--- config.mk ---
export PLATFORM = sky130hd
export DESIGN_NAME = ivsl_div_cell
export DESIGN_NICKNAME = d
export VERILOG_FILES = /design/src/ivsl_pkg.sv /design/src/ivsl_div_cell.sv
export SDC_FILE = /design/constraint.sdc
export NUM_CORES = 1
export LEC_CHECK = 0
export ABC_CLOCK_PERIOD_IN_PS = 980
export BUFFER_PORTS_ARGS = -buffer_cell sky130_fd_sc_hd__buf_2
export CAP_MARGIN = 40
export CORE_MARGIN = 2
export CORE_UTILIZATION = 48
export DETAILED_ROUTE_END_ITERATION = 8
export GPL_TIMING_DRIVEN = 0
export PLACE_DENSITY = 0.81
export SYNTH_ARGS = -nofsm -noshare
export SYNTH_HDL_FRONTEND = slang
export SYNTH_SLANG_ARGS = --single-unit
--- constraint.sdc ---
create_clock -name clk -period 0.98 [get_ports clk]
set_clock_uncertainty 0.15 [all_clocks]
set_input_delay 0 -clock clk [delete_from_list [all_inputs] [get_ports clk]]
set_output_delay 0 -clock clk [all_outputs]
set_load 0.01 [all_outputs]
--- src/ivsl_pkg.sv ---
package ivsl_pkg;

    // Width of the overshoot gain register.
    localparam int GAIN_W = 4;

    // Width of the configuration register index.
    localparam int CFG_IDX_W = 1;

    // Register reset values.
    localparam int unsigned LIMIT_RESET = 5910;
    localparam int unsigned GAIN_RESET = 3;

    // Configuration register indexes.
    typedef enum logic [CFG_IDX_W-1:0] {
        REG_LIMIT = 1'b0,
        REG_GAIN  = 1'b1
    } cfg_reg_t;

    // Control handed to each cell of a chain.
    typedef struct packed {
        logic en;
        logic valid;
    } stage_ctl_t;

endpackage

--- src/ivsl_div_cell.sv ---
module ivsl_div_cell #(
    parameter int NW = 31,
    parameter int DW = 21,
    parameter int QW = 16,
    parameter int K = 15,
    parameter int SIDE_W = 18
) (
    input  logic                 clk,
    input  logic                 rst_n,
    input  ivsl_pkg::stage_ctl_t ctl,
    input  logic [NW-1:0]        rem_a_in,
    input  logic [NW-1:0]        rem_b_in,
    input  logic [DW-1:0]        den_in,
    input  logic [QW-1:0]        quo_a_in,
    input  logic [QW-1:0]        quo_b_in,
    input  logic [SIDE_W-1:0]    side_in,
    output logic                 valid_out,
    output logic [NW-1:0]        rem_a_out,
    output logic [NW-1:0]        rem_b_out,
    output logic [DW-1:0]        den_out,
    output logic [QW-1:0]        quo_a_out,
    output logic [QW-1:0]        quo_b_out,
    output logic [SIDE_W-1:0]    side_out
);

    localparam int XW = NW + DW;

    logic [XW-1:0]     dsh;
    logic              take_a;
    logic              take_b;
    logic              valid_reg;
    logic [NW-1:0]     rem_a_reg;
    logic [NW-1:0]     rem_b_reg;
    logic [DW-1:0]     den_reg;
    logic [QW-1:0]     quo_a_reg;
    logic [QW-1:0]     quo_b_reg;
    logic [SIDE_W-1:0] side_reg;

    // Restoring step for quotient bit K on both lanes.
    always_comb
    begin
        dsh = XW'(den_in) << K;
        take_a = XW'(rem_a_in) >= dsh;
        take_b = XW'(rem_b_in) >= dsh;
    end

    // Valid bit of this cell.
    always_ff @(posedge clk or negedge rst_n)
    begin
        if (!rst_n)
        begin
            valid_reg <= 1'b0;
        end
        else if (ctl.en)
        begin
            valid_reg <= ctl.valid;
        end
    end

    // Remainders shrink and quotient bits shift in.
    always_ff @(posedge clk)
    begin
        if (ctl.en)
        begin
            rem_a_reg <= take_a ? NW'(XW'(rem_a_in) - dsh) : rem_a_in;
            rem_b_reg <= take_b ? NW'(XW'(rem_b_in) - dsh) : rem_b_in;
            quo_a_reg <= {quo_a_in[QW-2:0], take_a};
            quo_b_reg <= {quo_b_in[QW-2:0], take_b};
            den_reg <= den_in;
            side_reg <= side_in;
        end
    end

    assign valid_out = valid_reg;
    assign rem_a_out = rem_a_reg;
    assign rem_b_out = rem_b_reg;
    assign den_out = den_reg;
    assign quo_a_out = quo_a_reg;
    assign quo_b_out = quo_b_reg;
    assign side_out = side_reg;

endmodule

==> flow_metrics.py <==
metrics = {
    "grt": {
        "grtUsageTotal_pct": 37.99,
        "antenna_found_initial": 3,
        "grt_first_pass_wirelength_mm": 39.70,
        "grt_max_degree": 51,
        "grt_pass1_vias": 6513,
        "grt_overflow_total": 0,
    },
    "status": {
        "status": "finished with violations",
        "violations": "negative hold slack, negative setup slack",
    },
    "routing": {
        "ant_nets": 0,
        "drtPass1Iterations": 5,
        "drc": 0,
        "drt-initial-drc-count": 1026,
        "drt_wl_total_mm": 32.46,
        "vias_per_cell": 6.528,
        "vias": 7168,
        "routedWlPerCell_um": 29.56,
    },
    "yosys": {
        "synth_top_family_by_area": "compound AO/OA/AOI/OAI gates",
        "syn_area_mm2": 0.006256,
        "synth_fa_ha_area_share_pct": 7.040,
        "synthesis.instances": 452,
        "synth_edf_count": 133,
        "yosys.area_share.xor_xnor_pct": 2.240,
        "synth.distinct_cells": 44,
        "yosysWarningCount": 0,
        "yosysSeqAreaShare_pct": 64.24,
        "synthFlopType": "edfxtp_1",
        "synth-seq-cells": 134,
        "synthSimpleGateAreaFrac_pct": 8.100,
        "avgSynthCellArea_um2": 13.84,
        "synthMuxAreaShare_pct": 3.540,
        "syn_nets": 623,
        "synth_compound_gate_area_share_pct": 12.84,
        "async_flop_share_pct": 0.7463,
    },
    "timing": {
        "hold_viol": 49,
        "fin_ws_ns": -1.409,
        "period_needed_ns": 2.389,
        "final-setup-viol-count": 169,
        "rsz0062_at_grt": "true",
        "fmax_mhz": 418.6,
        "max_slew_margin_pct": 56.61,
        "post-route-period-util_pct": 243.7,
        "drv_slew": 0,
        "holdWs_ns": -0.1514,
        "max_slew.worst_pin.slew_ns": 0.6427,
    },
    "critical_path": {
        "critPathLaunch": "rem_b_in[16]",
        "critical_path_peak_fanout": 6,
        "setup.worst_path.end_class": "flip-flop",
        "r2r_setup_slack_ns": -0.08,
        "rr_startpoint": "valid_out",
        "worstPathArrival_ns": 2.49,
        "crit_end": "rem_b_out[15]",
        "crit_type": "in2reg",
        "required_ns": 1.08,
        "crit_path_start_kind": "primary input",
        "timing.rr.end": "valid_out",
        "worst-r2r-cell-count": 2,
    },
    "place": {
        "post-dp-hpwl_mm": 13.31,
        "io_buffers": 268,
        "place_congestion": 0.8997,
    },
    "power": {
        "p_per_area_mw_per_mm2": 1684,
        "vdd_drop_max_uv": 1536,
        "power_leakage_nw": 4.656,
        "power_w": 0.01857,
    },
    "layout": {
        "nNetsFinal": 1082,
        "syn_to_final_growth_pct": 76.22,
        "fill_cells": 490,
        "final_layout_size_suffix_gt1_share_pct": 46.59,
    },
    "die": {
        "core_mm2": 0.01267,
        "dieArea_mm2": 0.01396,
        "die_w_um": 118.2,
        "die_h_um": 118.2,
        "rows": 41,
        "floorplan.initialDensity_pct": 49.37,
        "io_pins": 271,
    },
    "clocking": {
        "cts_buffers": 17,
        "clock_latency_ns": 0.44,
        "cts.sinks": 134,
        "clk_pin_slew_ns": 0.07,
        "root_buffer": "clkbuf_16",
        "cts_tree": "done",
        "clockBufferDepth": 2,
        "h-tree-depth": 4,
    },
    "worst_hold_path": {
        "worstHoldPathType": "in2reg",
    },
    "run": {
        "drv_cap": 0,
    },
}
[cell usage in the layout (no fill, tap or decap), drive strengths merged, types with 4 or more instances in the layout]
master         n
inv           24
o31ai          8
xnor2         10
edfxtp       133
o31a           4
xor2           6
nand3         21
a21oi         26
and2           4
bufinv         5
and3           4
a21o          14
nand2         15
nand4          4
clkbuf        20
ha            32
o21a          16
a211o          4
buf          311
nor3           5
dlygate4sd3  133
o21ai         28
nor4           5
mux2          19
clkinv         4
a2111oi        4
nor2b          8
nor2          22
a211oi         4
[stage by stage]
step	util, %	cells	setup TNS (ns)	area [µm²]	setup slack, ns
finish	87.01	1098	-62.41	11020	-1.409
floorplan	-	452	-43.04	6482	-1.506
detailed placement	63.71	893	-94.13	8073	-2.168
global route	87.01	1098	-64.28	11020	-1.411
CTS	81.87	1069	-55.39	10370	-1.377
global placement	63.44	892	-282.29	8039	-2.181
[cells in the mapped netlist, types with 3 or more instances]
| master | instances | area (µm²) |
|---|---|---|
| a2111oi_0 | 4 | 35.03 |
| a211o_1 | 4 | 35.03 |
| a211oi_1 | 4 | 30.03 |
| a21o_1 | 14 | 105.1 |
| a21oi_1 | 26 | 130.1 |
| and2_1 | 4 | 25.02 |
| and3_1 | 4 | 25.02 |
| clkbuf_1 | 5 | 18.77 |
| edfxtp_1 | 133 | 3994 |
| ha_1 | 32 | 400.4 |
| inv_1 | 20 | 75.07 |
| mux2_2 | 17 | 191.4 |
| nand2_1 | 15 | 56.30 |
| nand2b_1 | 3 | 18.77 |
| nand3_1 | 21 | 105.1 |
| nand4_1 | 4 | 25.02 |
| nor2_1 | 22 | 82.58 |
| nor2b_1 | 8 | 50.05 |
| nor3_1 | 5 | 25.02 |
| nor4_1 | 5 | 31.28 |
| o21a_1 | 16 | 120.1 |
| o21ai_0 | 28 | 140.1 |
| o31a_1 | 4 | 35.03 |
| o31ai_1 | 8 | 60.06 |
| xnor2_1 | 10 | 87.58 |
| xor2_1 | 6 | 52.55 |
[critical path, stage by stage]
cell and delay (ns):
buf_2 0.14, ha_1 0.40, nor2b_1 0.22, o31a_1 0.35, o31ai_4 0.14, a2111o_1 0.46, and2_4 0.18, buf_8 0.14
buf_4 0.17, o21ai_0 0.26
[power by group]
part,switching [W],leakage [nW],total (W),internal [W]
registers,0.000219,1.31,0.00704,0.00682
clock network,0.00297,0.311,0.00753,0.00456
logic,0.00215,3.03,0.00400,0.00184
[worst min-delay path by stage]
stage | from | cells after the start | endpoint
2_1_floorplan | rst_n | 0 | valid_out
3_3_place_gp | rst_n | 1 | valid_out
3_5_place_dp | rst_n | 1 | valid_out
4_1_cts | rem_b_in[0] | 1 | rem_b_out[0]
5_1_grt | rem_b_in[15] | 3 | rem_b_out[15]
6_report | rem_b_in[15] | 3 | rem_b_out[15]
[cells by family after synthesis]
logic type / Yosys count
xor+xnor: 16
mux: 19
compound gates: 122
simple gates: 98
flops: 134
buf+inv: 29
fa+ha+maj: 34
[repair_timing]
action	in CTS	in global routing
gates cloned	2	0
pin swaps	14	29
hold buffers	129	4
resized for setup	45	97
endpoints found under the hold margin	181	53
endpoints found under the setup margin	169	199
setup buffers	17	27
[final cells by class]
cell class,count,area [µm²],share of cell area [%]
timing repair buffer,444,3288,29.83
timing repair inverter,1,16.27,0.1475
tap,172,215.2,1.952
clock buffer,18,429.2,3.893
antenna,3,7.507,0.06810
multi-input combinational,289,2646,24.00
clock inverter,13,222.7,2.020
inverter,21,141.4,1.282
sequential,134,4019,36.45
buffer,3,38.79,0.3518
[flip-flops by register name, indices dropped and copies added (netlist names)]
register / count
quo_a_out: 16
rem_b_out: 31
valid_out: 1
rem_a_out: 31
den_out: 21
side_out: 18
quo_b_out: 16
[per-layer routing]
| metal | track usage (%) | up-vias | routed length, µm | part of all wire, % |
|---|---|---|---|---|
| met4 | 18.90 | 0 | 2941 | 9.1 |
| met5 | 0 | - | 0 | 0 |
| li1 | - | 2711 | - | - |
| met3 | 11.63 | 276 | 4331 | 13 |
| met1 | 43.73 | 3360 | 10330 | 32 |
| met2 | 64.20 | 821 | 14860 | 46 |
Power figures use the tool's default switching activity.
