`src/ivsl_pkg.sv`:
```
package ivsl_pkg;

    // Width of the overshoot gain register.
    localparam int GAIN_W = 4;

    // Width of the configuration register index.
    localparam int CFG_IDX_W = 1;

    // Register reset values.
    localparam int unsigned LIMIT_RESET = 5910;
    localparam int unsigned GAIN_RESET = 3;

    // Configuration register indexes.
    typedef enum logic [CFG_IDX_W-1:0] {
        REG_LIMIT = 1'b0,
        REG_GAIN  = 1'b1
    } cfg_reg_t;

    // Control handed to each cell of a chain.
    typedef struct packed {
        logic en;
        logic valid;
    } stage_ctl_t;

endpackage

```
`src/ivsl_sqrt_cell.sv`:
```
module ivsl_sqrt_cell #(
    parameter int RW = 32,
    parameter int QW = 16,
    parameter int B = 15,
    parameter int SIDE_W = 34
) (
    input  logic                 clk,
    input  logic                 rst_n,
    input  ivsl_pkg::stage_ctl_t ctl,
    input  logic [RW-1:0]        rem_in,
    input  logic [QW-1:0]        root_in,
    input  logic [SIDE_W-1:0]    side_in,
    output logic                 valid_out,
    output logic [RW-1:0]        rem_out,
    output logic [QW-1:0]        root_out,
    output logic [SIDE_W-1:0]    side_out
);

    logic [RW:0]     trial;
    logic            take;
    logic [RW-1:0]   rem_next;
    logic [QW-1:0]   root_next;
    logic            valid_reg;
    logic [RW-1:0]   rem_reg;
    logic [QW-1:0]   root_reg;
    logic [SIDE_W-1:0] side_reg;

    // Try setting root bit B: (r + 2^B)^2 - r^2 = r*2^(B+1) + 2^(2B).
    always_comb
    begin
        trial = ((RW+1)'(root_in) << (B + 1)) | ((RW+1)'(1) << (2 * B));
        take = (RW+1)'(rem_in) >= trial;
        rem_next = take ? RW'((RW+1)'(rem_in) - trial) : rem_in;
        root_next = take ? (root_in | (QW'(1) << B)) : root_in;
    end

    // Valid bit of this cell.
    always_ff @(posedge clk or negedge rst_n)
    begin
        if (!rst_n)
        begin
            valid_reg <= 1'b0;
        end
        else if (ctl.en)
        begin
            valid_reg <= ctl.valid;
        end
    end

    // Partial remainder and root move on with the chain.
    always_ff @(posedge clk)
    begin
        if (ctl.en)
        begin
            rem_reg <= rem_next;
            root_reg <= root_next;
            side_reg <= side_in;
        end
    end

    assign valid_out = valid_reg;
    assign rem_out = rem_reg;
    assign root_out = root_reg;
    assign side_out = side_reg;

endmodule

```
`config.mk`:
```
export PLATFORM = sky130hd
export DESIGN_NAME = ivsl_sqrt_cell
export DESIGN_NICKNAME = d
export VERILOG_FILES = /design/src/ivsl_pkg.sv /design/src/ivsl_sqrt_cell.sv
export SDC_FILE = /design/constraint.sdc
export NUM_CORES = 1
export LEC_CHECK = 0
export BUFFER_PORTS_ARGS = -buffer_cell sky130_fd_sc_hd__buf_4
export CAP_MARGIN = 30
export CORE_ASPECT_RATIO = 1.2
export CORE_MARGIN = 2
export CORE_UTILIZATION = 46
export DETAILED_ROUTE_END_ITERATION = 16
export HOLD_SLACK_MARGIN = 0.1
export PLACE_DENSITY = 0.79
export SYNTH_ARGS = -nofsm -noshare
export SYNTH_HDL_FRONTEND = slang
export SYNTH_SLANG_ARGS = --single-unit
export TNS_END_PERCENT = 1
```
`constraint.sdc`:
```
create_clock -name clk -period 0.8 [get_ports clk]
set_input_delay 0.12 -clock clk [delete_from_list [all_inputs] [get_ports clk]]
set_output_delay 0.12 -clock clk [all_outputs]
set_load 0.01 [all_outputs]
```
==> results of run 1 <==
[flip-flops by register name (all words and copies together), names as in the netlist]
signal / count
rem_out: 32
root_out: 16
side_out: 34
valid_out: 1
[worst paths after layout]
path	end	startpoint	slack, ns
max in group asynchronous	valid_out	rst_n	0.12
min in group asynchronous	valid_out	rst_n	0.58
min	rem_out[22]	rem_in[22]	0.06
max reg2reg	valid_out	valid_out	-0.01
min reg2reg	valid_out	valid_out	0.60
max	rem_out[31]	root_in[8]	-1.22
[metal layers]
metal	up-vias	track usage [%]	routed length, µm
li1	1515	-	-
met1	1867	44.1	6130
met2	420	60.5	8490
met3	119	8.40	2210
met4	0	14.4	1060
met5	-	0	0
[cell type report]
type | instances | area share, %
tap | 92 | 1.68
inverter | 20 | 1.31
timing repair buffer | 290 | 39.1
clock buffer | 9 | 1.80
clock inverter | 7 | 0.983
sequential | 83 | 36.2
multi-input combinational | 132 | 19.0
[cell families after synthesis]
kind of cell             Yosys count  synth area share [%]
AND/OR/NAND/NOR                   43                  6.35
buffers and inverters             27                  3.24
multiplexers                      16                  5.41
adder cells (fa/ha/maj)           16                  5.61
flip-flops                        83                  67.2
XOR/XNOR                          11                  2.60
AO/OA/AOI/OAI                     46                  9.63
[power by group through the flow]
| stage | clock network, mW | logic [mW] | registers (mW) |
|---|---|---|---|
| 5_1_grt | 3.33 | 3.66 | 5.50 |
| 3_5_place_dp | 0 | 2.61 | 5.43 |
| 3_3_place_gp | 0 | 2.55 | 5.41 |
| 4_1_cts | 2.99 | 3.05 | 5.37 |
| 6_report | 3.20 | 3.57 | 5.48 |
| 2_1_floorplan | 0 | 0.889 | 5.64 |
[per-stage QoR]
step	total power [mW]	instances	area (µm²)	setup WS, ns
2_1_floorplan	6.53	242	3780	-1.25
3_5_place_dp	8.04	549	5550	-1.42
4_1_cts	11.4	633	6640	-0.999
6_report	12.2	633	6870	-1.22
5_1_grt	12.5	633	6870	-1.20
3_3_place_gp	7.97	549	5550	-1.41
[Yosys cell counts (3+ instances only)]
master	n	area (µm²)
a21o_1	6	45.0
a21oi_1	7	35.0
a31oi_1	3	18.8
edfxtp_1	82	2460
ha_1	15	188
inv_1	20	75.1
mux2_2	8	90.1
mux2_4	6	90.1
nand2_1	11	41.3
nand4_1	5	31.3
nor2_1	5	18.8
nor2b_1	4	25.0
nor3_1	3	15.0
nor4_1	3	18.8
o21a_1	4	30.0
o21ai_0	7	35.0
xnor2_1	7	61.3
xor2_1	4	35.0
[timing repair]
item                                    in CTS  in global routing
hold endpoints to repair                    77                  9
gates resized for setup                     55                 50
pin swaps                                    2                 12
endpoints found under the setup margin     100                101
==> results_tabular.tex, run 1 <==
\begin{tabular}{lr}
\hline
Metric & Value \\
\hline
\multicolumn{2}{l}{\textbf{Timing}} \\
Transition time at the pin with the least slew margin & between 0.3 and 0.4 ns \\
Share of the clock period used by the worst path after layout & 253\% \\
Worst slew margin & 74.2\% \\
Highest achievable clock rate & 0.495 GHz \\
Final Max Tran Viols & 0 \\
Final-layout worst hold slack & $\sim$0.062 ns \\
Finish-stage setup viols & 101 \\
RSZ-0062 raised after global routing & true \\
Minimum setup slack in the final design & -1.22 ns \\
Final count of hold timing violations & 0 \\
Worst clock skew on the final layout & 0 ns \\
Minimum clock period & 2.02 ns \\
Summed negative setup slack over all endpoints & -40.11 ns \\
\multicolumn{2}{l}{\textbf{Pwr}} \\
Part of the total power dissipated in the clock network & approximately a quarter \\
Fraction of power spent switching nets & approximately 31\% \\
Share of power burned in registers & between 40\% and 50\% \\
Switching component of the power & 3.83 mW \\
Worst VDD drop & roughly 0.0013 V \\
Leak & slightly above 3 nW \\
Power density normalized to cell area & 1780 nW/µm² \\
Logic gate share of total power & 29.1\% \\
Cell-internal power & $\sim$8.4 mW \\
\multicolumn{2}{l}{\textbf{Logic synthesis}} \\
Count of distinct cell types in the synthesized netlist & 52 \\
Post-Synthesis Net Count & about 340 \\
Post-synth ARST share & 1.20\% \\
Cell area after technology mapping & around 3700 µm² \\
Yosys warns & 0 \\
Synthesized instance count & 242 \\
Mean cell area of the mapped netlist & 15.3 µm² \\
Proportion of synthesized chip area in sequential cells & around two thirds \\
Seq cells post-synth & 83 \\
Number of flops mapped to enable cells by yosys & 82 \\
Primary flip-flop cell chosen by synthesis mapping & edfxtp\_1 \\
\multicolumn{2}{l}{\textbf{Floorplan}} \\
Y dimension of the die & between 100 and 150 µm \\
Initial cell density of the core & between 40\% and 50\% \\
Core footprint & 7750 µm² \\
Die outline width & about 86 µm \\
Num rows & 35 \\
Total Die Area & $\sim$8800 µm² \\
Num ports & between 150 and 200 \\
\multicolumn{2}{l}{\textbf{Clock network}} \\
Hold-fix buffer count after cts & 68 \\
Clk root buf & clkbuf\_8 \\
Clock sink total & 83 \\
Maximum clock path buffer count & 2 \\
Setup Buffers After CTS & 0 \\
CTS HTree Levels & 3 \\
Clock latency reported for the late side of the worst-skew pair & about 0.37 ns \\
Clock-pin transition on the worst setup and hold timing paths & 0.11 ns \\
Cts bufs inserted & 9 \\
CTS tree & yes \\
\multicolumn{2}{l}{\textbf{Outcome}} \\
Failing checks & setup timing \\
Run status & complete, but fails checks \\
\multicolumn{2}{l}{\textbf{Flow run}} \\
Max Cap Violations & 0 \\
\multicolumn{2}{l}{\textbf{Worst hold path}} \\
Type of the most critical hold path & in2reg \\
Cells on Worst Hold Path & 2 \\
\multicolumn{2}{l}{\textbf{Routing}} \\
DR iter-0 viols & between 400 and 500 \\
DRC violation count after routing & 0 \\
Via density per instance & between 6 and 7 \\
Routed wire length & 17,900 µm \\
Number of search-and-repair iterations in the first detailed-routing pass & 6 \\
Total vias in the final route & 3,921 \\
Final routed wire length divided by cell count & 28.3 µm \\
Number of nets with antenna violations after routing & 0 \\
\multicolumn{2}{l}{\textbf{Global route}} \\
Initial antenna violation count & 1 \\
Via count of the first global-routing pass & between 3,000 and 4,000 \\
Total routing usage reported by global routing & between 30\% and 40\% \\
Global route total overflow & 0 \\
Maximum number of pins on one net before global-route repair & 25 \\
Global-route wire length before repair & around 23,000 µm \\
\multicolumn{2}{l}{\textbf{Cells and area}} \\
Syn-to-layout area delta & 85.5\% \\
Most common cell after layout, fill and taps aside & buf\_4 \\
Register area & approximately 2500 µm² \\
Count of filler cells inserted in the layout & 287 \\
\# diodes & 0 \\
\# nets final & approximately 640 \\
Highest-count cells in the layout ignoring fill and taps & 142 x buf\_4, 82 x edfxtp\_1, 76 x buf\_6 \\
Area of the multi-input gates & $\sim$1300 µm² \\
Fraction of layout instances using a drive strength above 1 & 52.3\% \\
Final core area utilization & between 80\% and 90\% \\
\multicolumn{2}{l}{\textbf{Placed design}} \\
HPWL Detailed & 7850 µm \\
Gpl congestion & around 0.86 \\
Buffers on Ports & 168 \\
\multicolumn{2}{l}{\textbf{Worst setup path}} \\
Required time of the worst setup path & around 0.94 ns \\
Critical Path Slowest Stage Cell & ha\_1 \\
Setup crit start kind & input port \\
Critical Path Fanout Max & 7 \\
Largest delay share family, worst path & compound AO/OA/AOI/OAI gates \\
Number of cells on the critical path & 9 \\
Capturing element type of the critical path & flip-flop \\
Worst Reg-to-Reg Cells & 1 \\
CP max stage delay & between 0.4 and 0.5 ns \\
Critical path cell sequence & buf\_4 > inv\_1 > ha\_1 > a21oi\_1 > o21bai\_2 > a221o\_1 > a22oi\_2 > xnor2\_1 > mux2\_2 \\
Buf/Inv on CP & 2 \\
Type of the worst setup path & in2reg \\
Arrival time of data at the critical path endpoint & $\sim$2.2 ns \\
\hline
\end{tabular}
Note: power is estimated with default switching activity, not from simulation.
==> inputs of run 2 (changes only) <==
GPL_TIMING_DRIVEN = 0   (was unset)
==> run 2 against run 1 <==
  * Cell area is 2.8% lower
  * Fmax grew 1.7%
  * Critical path depth is 1 lower
  * Clock power grew 5%
  * Count of clock-buffer cells in the layout unchanged
  * The flow still finishes with violations (setup timing)
  * Combinational power decreased by 3%
  * Wire length decreased by 3.5%
  * Sequential power barely moved
  * Non-clock buffer count shrank 34
==> results_tabular.tex, run 2 (synthesized netlist as in run 1, its figures left out) <==
\begin{tabular}{lr}
\hline
Metric & Value \\
\hline
\multicolumn{2}{l}{\textbf{Routing}} \\
DRC violation count after routing & 0 \\
Final routed wire length divided by cell count & 28.8 µm \\
Number of nets with antenna violations after routing & 0 \\
Via density per instance & around 6.1 \\
Total vias in the final route & between 3,000 and 4,000 \\
Routed wire length & roughly 17,000 µm \\
DR iter-0 viols & around 460 \\
Number of search-and-repair iterations in the first detailed-routing pass & 5 \\
\multicolumn{2}{l}{\textbf{Outcome}} \\
Failing checks & setup timing \\
Run status & complete, but fails checks \\
\multicolumn{2}{l}{\textbf{Timing}} \\
Minimum setup slack in the final design & -1.19 ns \\
Worst slew margin & 57.7\% \\
Transition time at the pin with the least slew margin & roughly 0.64 ns \\
Final Max Tran Viols & 0 \\
Share of the clock period used by the worst path after layout & 248\% \\
Finish-stage setup viols & 101 \\
RSZ-0062 raised after global routing & true \\
Minimum clock period & a little under 2 ns \\
Highest achievable clock rate & approximately 0.50 GHz \\
Worst clock skew on the final layout & 0 ns \\
Final-layout worst hold slack & between 0.06 and 0.07 ns \\
Final count of hold timing violations & 0 \\
\multicolumn{2}{l}{\textbf{Global route}} \\
Initial antenna violation count & 0 \\
Total routing usage reported by global routing & about a third \\
Maximum number of pins on one net before global-route repair & 84 \\
Global route total overflow & 0 \\
Global-route wire length before repair & slightly above 20,000 µm \\
Via count of the first global-routing pass & 3,507 \\
\multicolumn{2}{l}{\textbf{Cells and area}} \\
Highest-count cells in the layout ignoring fill and taps & 99 x buf\_4, 82 x edfxtp\_1, 81 x buf\_6 \\
\# diodes & 0 \\
Register area & $\sim$2500 µm² \\
Fraction of layout instances using a drive strength above 1 & between 50\% and 60\% \\
Largest register FFs & 34 \\
\# nets final & 604 \\
Area of the multi-input gates & between 1000 and 1500 µm² \\
Most common cell after layout, fill and taps aside & buf\_4 \\
Syn-to-layout area delta & 80.3\% \\
Count of filler cells inserted in the layout & between 300 and 400 \\
Final core area utilization & a little under nine tenths \\
\multicolumn{2}{l}{\textbf{Worst setup path}} \\
Arrival time of data at the critical path endpoint & approximately 2.1 ns \\
Critical Path Fanout Max & 8 \\
Reg-to-reg startpoint & valid\_out \\
Capturing element type of the critical path & flip-flop \\
Critical Path Slowest Stage Cell & nor4\_1 \\
FF-to-FF setup slack & 0 ns \\
Beginning of the critical path & rem\_in[7] \\
Critical path cell sequence & buf\_4 > nor4\_1 > nand4\_1 > o311ai\_4 > o21ai\_4 > buf\_8 > buf\_6 > mux2i\_4 \\
CP max stage delay & between 0.4 and 0.5 ns \\
Required time of the worst setup path & roughly 0.92 ns \\
Type of the worst setup path & in2reg \\
Setup crit start kind & input port \\
\multicolumn{2}{l}{\textbf{Clock network}} \\
Clock-pin transition on the worst setup and hold timing paths & 0.10 ns \\
Clock latency reported for the late side of the worst-skew pair & between 0.3 and 0.4 ns \\
Cts bufs inserted & 9 \\
CTS tree & yes \\
CTS HTree Levels & 3 \\
Clk root buf & clkbuf\_8 \\
Clock sink total & 83 \\
Maximum clock path buffer count & 2 \\
\multicolumn{2}{l}{\textbf{Floorplan}} \\
Die outline width & 85.9 µm \\
Initial cell density of the core & about 48\% \\
Y dimension of the die & about 100 µm \\
Num ports & 169 \\
Total Die Area & just under 9000 µm² \\
Core footprint & 7750 µm² \\
Num rows & 35 \\
\multicolumn{2}{l}{\textbf{Pwr}} \\
Part of the total power dissipated in the clock network & 27.3\% \\
Leak & about 2.8 nW \\
Power density normalized to cell area & between 1500 and 2000 nW/µm² \\
Share of power burned in registers & 44.6\% \\
Fraction of power spent switching nets & 29.8\% \\
Switching component of the power & roughly 3.7 mW \\
Logic gate share of total power & approximately 28\% \\
Cell-internal power & around 8.6 mW \\
Worst VDD drop & $\sim$0.0012 V \\
Pwr Total & around 12 mW \\
\multicolumn{2}{l}{\textbf{Placed design}} \\
Buffers on Ports & roughly 170 \\
Gpl congestion & 0.800 \\
HPWL Detailed & between 7000 and 8000 µm \\
\multicolumn{2}{l}{\textbf{Flow run}} \\
Max Cap Violations & 0 \\
\multicolumn{2}{l}{\textbf{Worst hold path}} \\
Type of the most critical hold path & in2reg \\
Critical hold path startpoint & rem\_in[23] \\
\hline
\end{tabular}
-- run 2: path summary, 6_finish.rpt --
check / end / cells after the start
min in group asynchronous: valid_out / 3
max reg2reg: valid_out / 1
max: rem_out[17] / 8
min: rem_out[23] / 2
max in group asynchronous: valid_out / 3
min reg2reg: valid_out / 1
-- run 2: power by group through the flow --
stage	Clock [mW]	Sequential (mW)	Combinational (mW)
floorplan	0	5.64	0.889
global placement	0	5.42	2.25
detailed placement	0	5.43	2.30
CTS	3.20	5.38	2.83
global route	3.52	5.49	3.56
finish	3.35	5.47	3.46
-- run 2: through the flow --
stage,instance area (µm²),worst slack [ns],setup TNS (ns),std cells
floorplan,3780,-1.25,-19.48,242
global placement,5160,-1.61,-66.51,502
detailed placement,5160,-1.62,-68.82,502
CTS,6360,-0.994,-34.24,594
global route,6680,-1.19,-41.18,599
finish,6680,-1.19,-39.25,599
-- run 2: metal layers --
| layer | wire length (µm) | part of all wire, % | track usage (%) |
|---|---|---|---|
| met1 | 5640 | 33 | 39.1 |
| met2 | 8760 | 51 | 56.1 |
| met3 | 1940 | 11 | 7.59 |
| met4 | 926 | 5.4 | 12.8 |
| met5 | 0 | 0 | 0 |
-- run 2: final cells by class --
cell class	instances	share of cell area, %
plain buffers	5	0.693
flip-flops and latches	83	37.2
inverters	20	1.41
clock buffers	9	1.85
multi-input cells	132	20.3
well taps	92	1.72
clock inverters	7	1.20
repair buffers	251	35.6
-- run 2: repair_timing --
action / in CTS / in global routing
endpoints found under the setup margin: 183 / 101
hold buffers: 68 / 1
endpoints found under the hold margin: 81 / 11
resized for setup: 66 / 64
buffers inserted: 8 / 6
pin swaps: 9 / 14
-- run 2: critical path: cells and delay by family --
family                 cells  cell delay, ns
AOI/OAI and AO/OA          2            0.54
buffers and inverters      3            0.43
muxes                      1            0.19
and+or+nand+nor            2            0.83
==> inputs of run 3 (changes only) <==
RECOVER_POWER = 50   (was unset)
clock period = 2.3 ns   (was 0.8 ns; I/O delays follow)
==> run 3 against run 2 <==
  * The flow now finishes without violations
  * Global-route usage is 12 points lower
  * Total power is 70% lower
  * Cell area is 20% lower
  * Sequential share of layout area is 9.5 points higher
  * Critical path depth is 1 higher
  * Combinational power is 77% lower
  * Count of clock-buffer cells in the layout stayed put
  * Clock skew stayed put
  * Register-to-register slack better by 1.5 ns
  * Worst setup slack better by 1.3 ns
  * First-iteration DRC count is 81% lower
  * Critical endpoint is now rem_out[27]
  * Highest routed layer unchanged
==> results_tabular.tex, run 3 (synthesized netlist as in run 1, its figures left out) <==
\begin{tabular}{lr}
\hline
Metric & Value \\
\hline
\multicolumn{2}{l}{\textbf{Cells and area}} \\
Final core area utilization & $\sim$70\% \\
Syn-to-layout area delta & 43.8\% \\
Fraction of layout instances using a drive strength above 1 & between 40\% and 50\% \\
Count of filler cells inserted in the layout & between 500 and 600 \\
Highest-count cells in the layout ignoring fill and taps & 104 x buf\_4, 82 x edfxtp\_1, 54 x clkbuf\_4 \\
Largest register FFs & 34 \\
\# diodes & 0 \\
\# nets final & 527 \\
Most common cell after layout, fill and taps aside & buf\_4 \\
\multicolumn{2}{l}{\textbf{Worst setup path}} \\
Capturing element type of the critical path & flip-flop \\
Setup crit start kind & input port \\
CP max stage delay & about 0.38 ns \\
Worst reg2reg endpoint & valid\_out \\
Type of the worst setup path & in2reg \\
Critical Path Fanout Max & 5 \\
Critical path cell sequence & clkbuf\_4 > inv\_1 > ha\_1 > o211a\_1 > o31a\_1 > o311a\_1 > a41oi\_1 > xnor2\_1 > mux2\_4 \\
Beginning of the critical path & root\_in[2] \\
Reg-to-reg startpoint & valid\_out \\
Worst Setup EP & rem\_out[27] \\
Critical Path Slowest Stage Cell & o311a\_1 \\
Required time of the worst setup path & approximately 2.4 ns \\
Arrival time of data at the critical path endpoint & roughly 2.3 ns \\
FF-to-FF setup slack & 1.54 ns \\
Worst Reg-to-Reg Cells & 1 \\
\multicolumn{2}{l}{\textbf{Timing}} \\
Final-layout worst hold slack & 0.175 ns \\
Minimum setup slack in the final design & between 0.15 and 0.2 ns \\
Share of the clock period used by the worst path after layout & 93.1\% \\
Highest achievable clock rate & between 0.4 and 0.5 GHz \\
Minimum clock period & 2.14 ns \\
Worst clock skew on the final layout & 0 ns \\
Finish-stage setup viols & 0 \\
Summed negative setup slack over all endpoints & 0 ns \\
Final Max Tran Viols & 0 \\
Worst slew margin & approximately 17\% \\
Final count of hold timing violations & 0 \\
Transition time at the pin with the least slew margin & approximately 1.2 ns \\
RSZ-0062 raised after global routing & false \\
\multicolumn{2}{l}{\textbf{Placed design}} \\
Buffers on Ports & 168 \\
Gpl congestion & about 0.77 \\
HPWL Detailed & 7030 µm \\
Pre-CTS setup slack & -0.358 ns \\
\multicolumn{2}{l}{\textbf{Global route}} \\
Global-route wire length before repair & approximately 14,000 µm \\
Global route total overflow & 0 \\
Via count of the first global-routing pass & roughly 2,800 \\
Maximum number of pins on one net before global-route repair & 84 \\
Initial antenna violation count & 0 \\
Total routing usage reported by global routing & 20.8\% \\
\multicolumn{2}{l}{\textbf{Routing}} \\
Final routed wire length divided by cell count & around 18 µm \\
Number of nets with antenna violations after routing & 0 \\
Routed wire length & around 9300 µm \\
Number of search-and-repair iterations in the first detailed-routing pass & 4 \\
Via density per instance & between 5 and 6 \\
DRC violation count after routing & 0 \\
DR iter-0 viols & between 80 and 90 \\
Total vias in the final route & about 2,700 \\
\multicolumn{2}{l}{\textbf{Clock network}} \\
Clock-pin transition on the worst setup and hold timing paths & roughly 0.10 ns \\
Clock latency reported for the late side of the worst-skew pair & approximately 0.36 ns \\
CTS tree & yes \\
Maximum clock path buffer count & 2 \\
Clk root buf & clkbuf\_8 \\
Clock sink total & 83 \\
CTS HTree Levels & 3 \\
Cts bufs inserted & 9 \\
Post-cts resize count & 0 \\
\multicolumn{2}{l}{\textbf{Floorplan}} \\
Die outline width & 85.9 µm \\
Total Die Area & 8790 µm² \\
Num rows & 35 \\
Core footprint & 7750 µm² \\
Initial cell density of the core & a little under half \\
Y dimension of the die & slightly above 100 µm \\
Num ports & roughly 170 \\
\multicolumn{2}{l}{\textbf{Worst hold path}} \\
Type of the most critical hold path & in2reg \\
\multicolumn{2}{l}{\textbf{Flow run}} \\
Max Cap Violations & 0 \\
\multicolumn{2}{l}{\textbf{Pwr}} \\
Pwr Total & around 3.7 mW \\
Leak & 2.32 nW \\
Power density normalized to cell area & between 600 and 700 nW/µm² \\
Worst VDD drop & around 0.00046 V \\
\multicolumn{2}{l}{\textbf{Outcome}} \\
Run status & complete, no violations \\
\hline
\end{tabular}
==> run 3: per-stage QoR <==
step | instance area (µm²) | std cells
6_report | 5330 | 522
5_1_grt | 5330 | 522
4_1_cts | 5330 | 519
3_5_place_dp | 5120 | 502
3_3_place_gp | 5120 | 502
2_1_floorplan | 3740 | 242
==> run 3: cell type report <==
| type | count | area, µm² | area share [%] |
|---|---|---|---|
| Multi-Input combinational cell | 132 | 1140 | 21.4 |
| Inverter | 20 | 75.1 | 1.41 |
| Tap cell | 92 | 115 | 2.16 |
| Sequential cell | 83 | 2490 | 46.7 |
| Timing Repair Buffer | 172 | 1270 | 23.8 |
| Clock buffer | 9 | 124 | 2.33 |
| Clock inverter | 7 | 72.6 | 1.36 |
| Buffer | 7 | 45.0 | 0.846 |
==> run 3: worst max-delay path: cells and delay by family <==
kind,cells,cell delay [ns]
buf+inv,2,0.14
fa+ha+maj,1,0.36
xor+xnor,1,0.10
compound gates,4,1.05
mux,1,0.27
==> run 3: timing repair <==
| item | in CTS | in global routing |
|---|---|---|
| endpoints found under the setup margin | 0 | 6 |
| buffers inserted | 0 | 2 |
| hold buffers | 1 | 0 |
| endpoints found under the hold margin | 1 | 0 |
==> run 3: how the worst min path moves through the flow <==
stage                     start           end  slack, ns  cells after the start
floorplan                 rst_n     valid_out       0.05                      0
global placement          rst_n     valid_out       0.12                      1
detailed placement        rst_n     valid_out       0.12                      1
CTS                  side_in[8]   side_out[8]       0.14                      1
global route        side_in[24]  side_out[24]       0.16                      1
finish              side_in[19]  side_out[19]       0.18                      1
==> run 3: metal layers <==
layer	global-route usage, %	wire length (µm)	vias up	part of all wire (%)
met5	0	0	-	0
met4	7.94	184	0	2.0
met3	7.59	891	14	9.6
met2	36.0	4820	118	52
met1	23.4	3400	1294	37
li1	-	-	1303	-
==> run 3: where the power goes <==
| part | switching, mW | internal, mW | total, mW |
|---|---|---|---|
| registers | 0.0366 | 1.82 | 1.85 |
| clock network | 0.608 | 0.423 | 1.03 |
| logic | 0.376 | 0.414 | 0.790 |
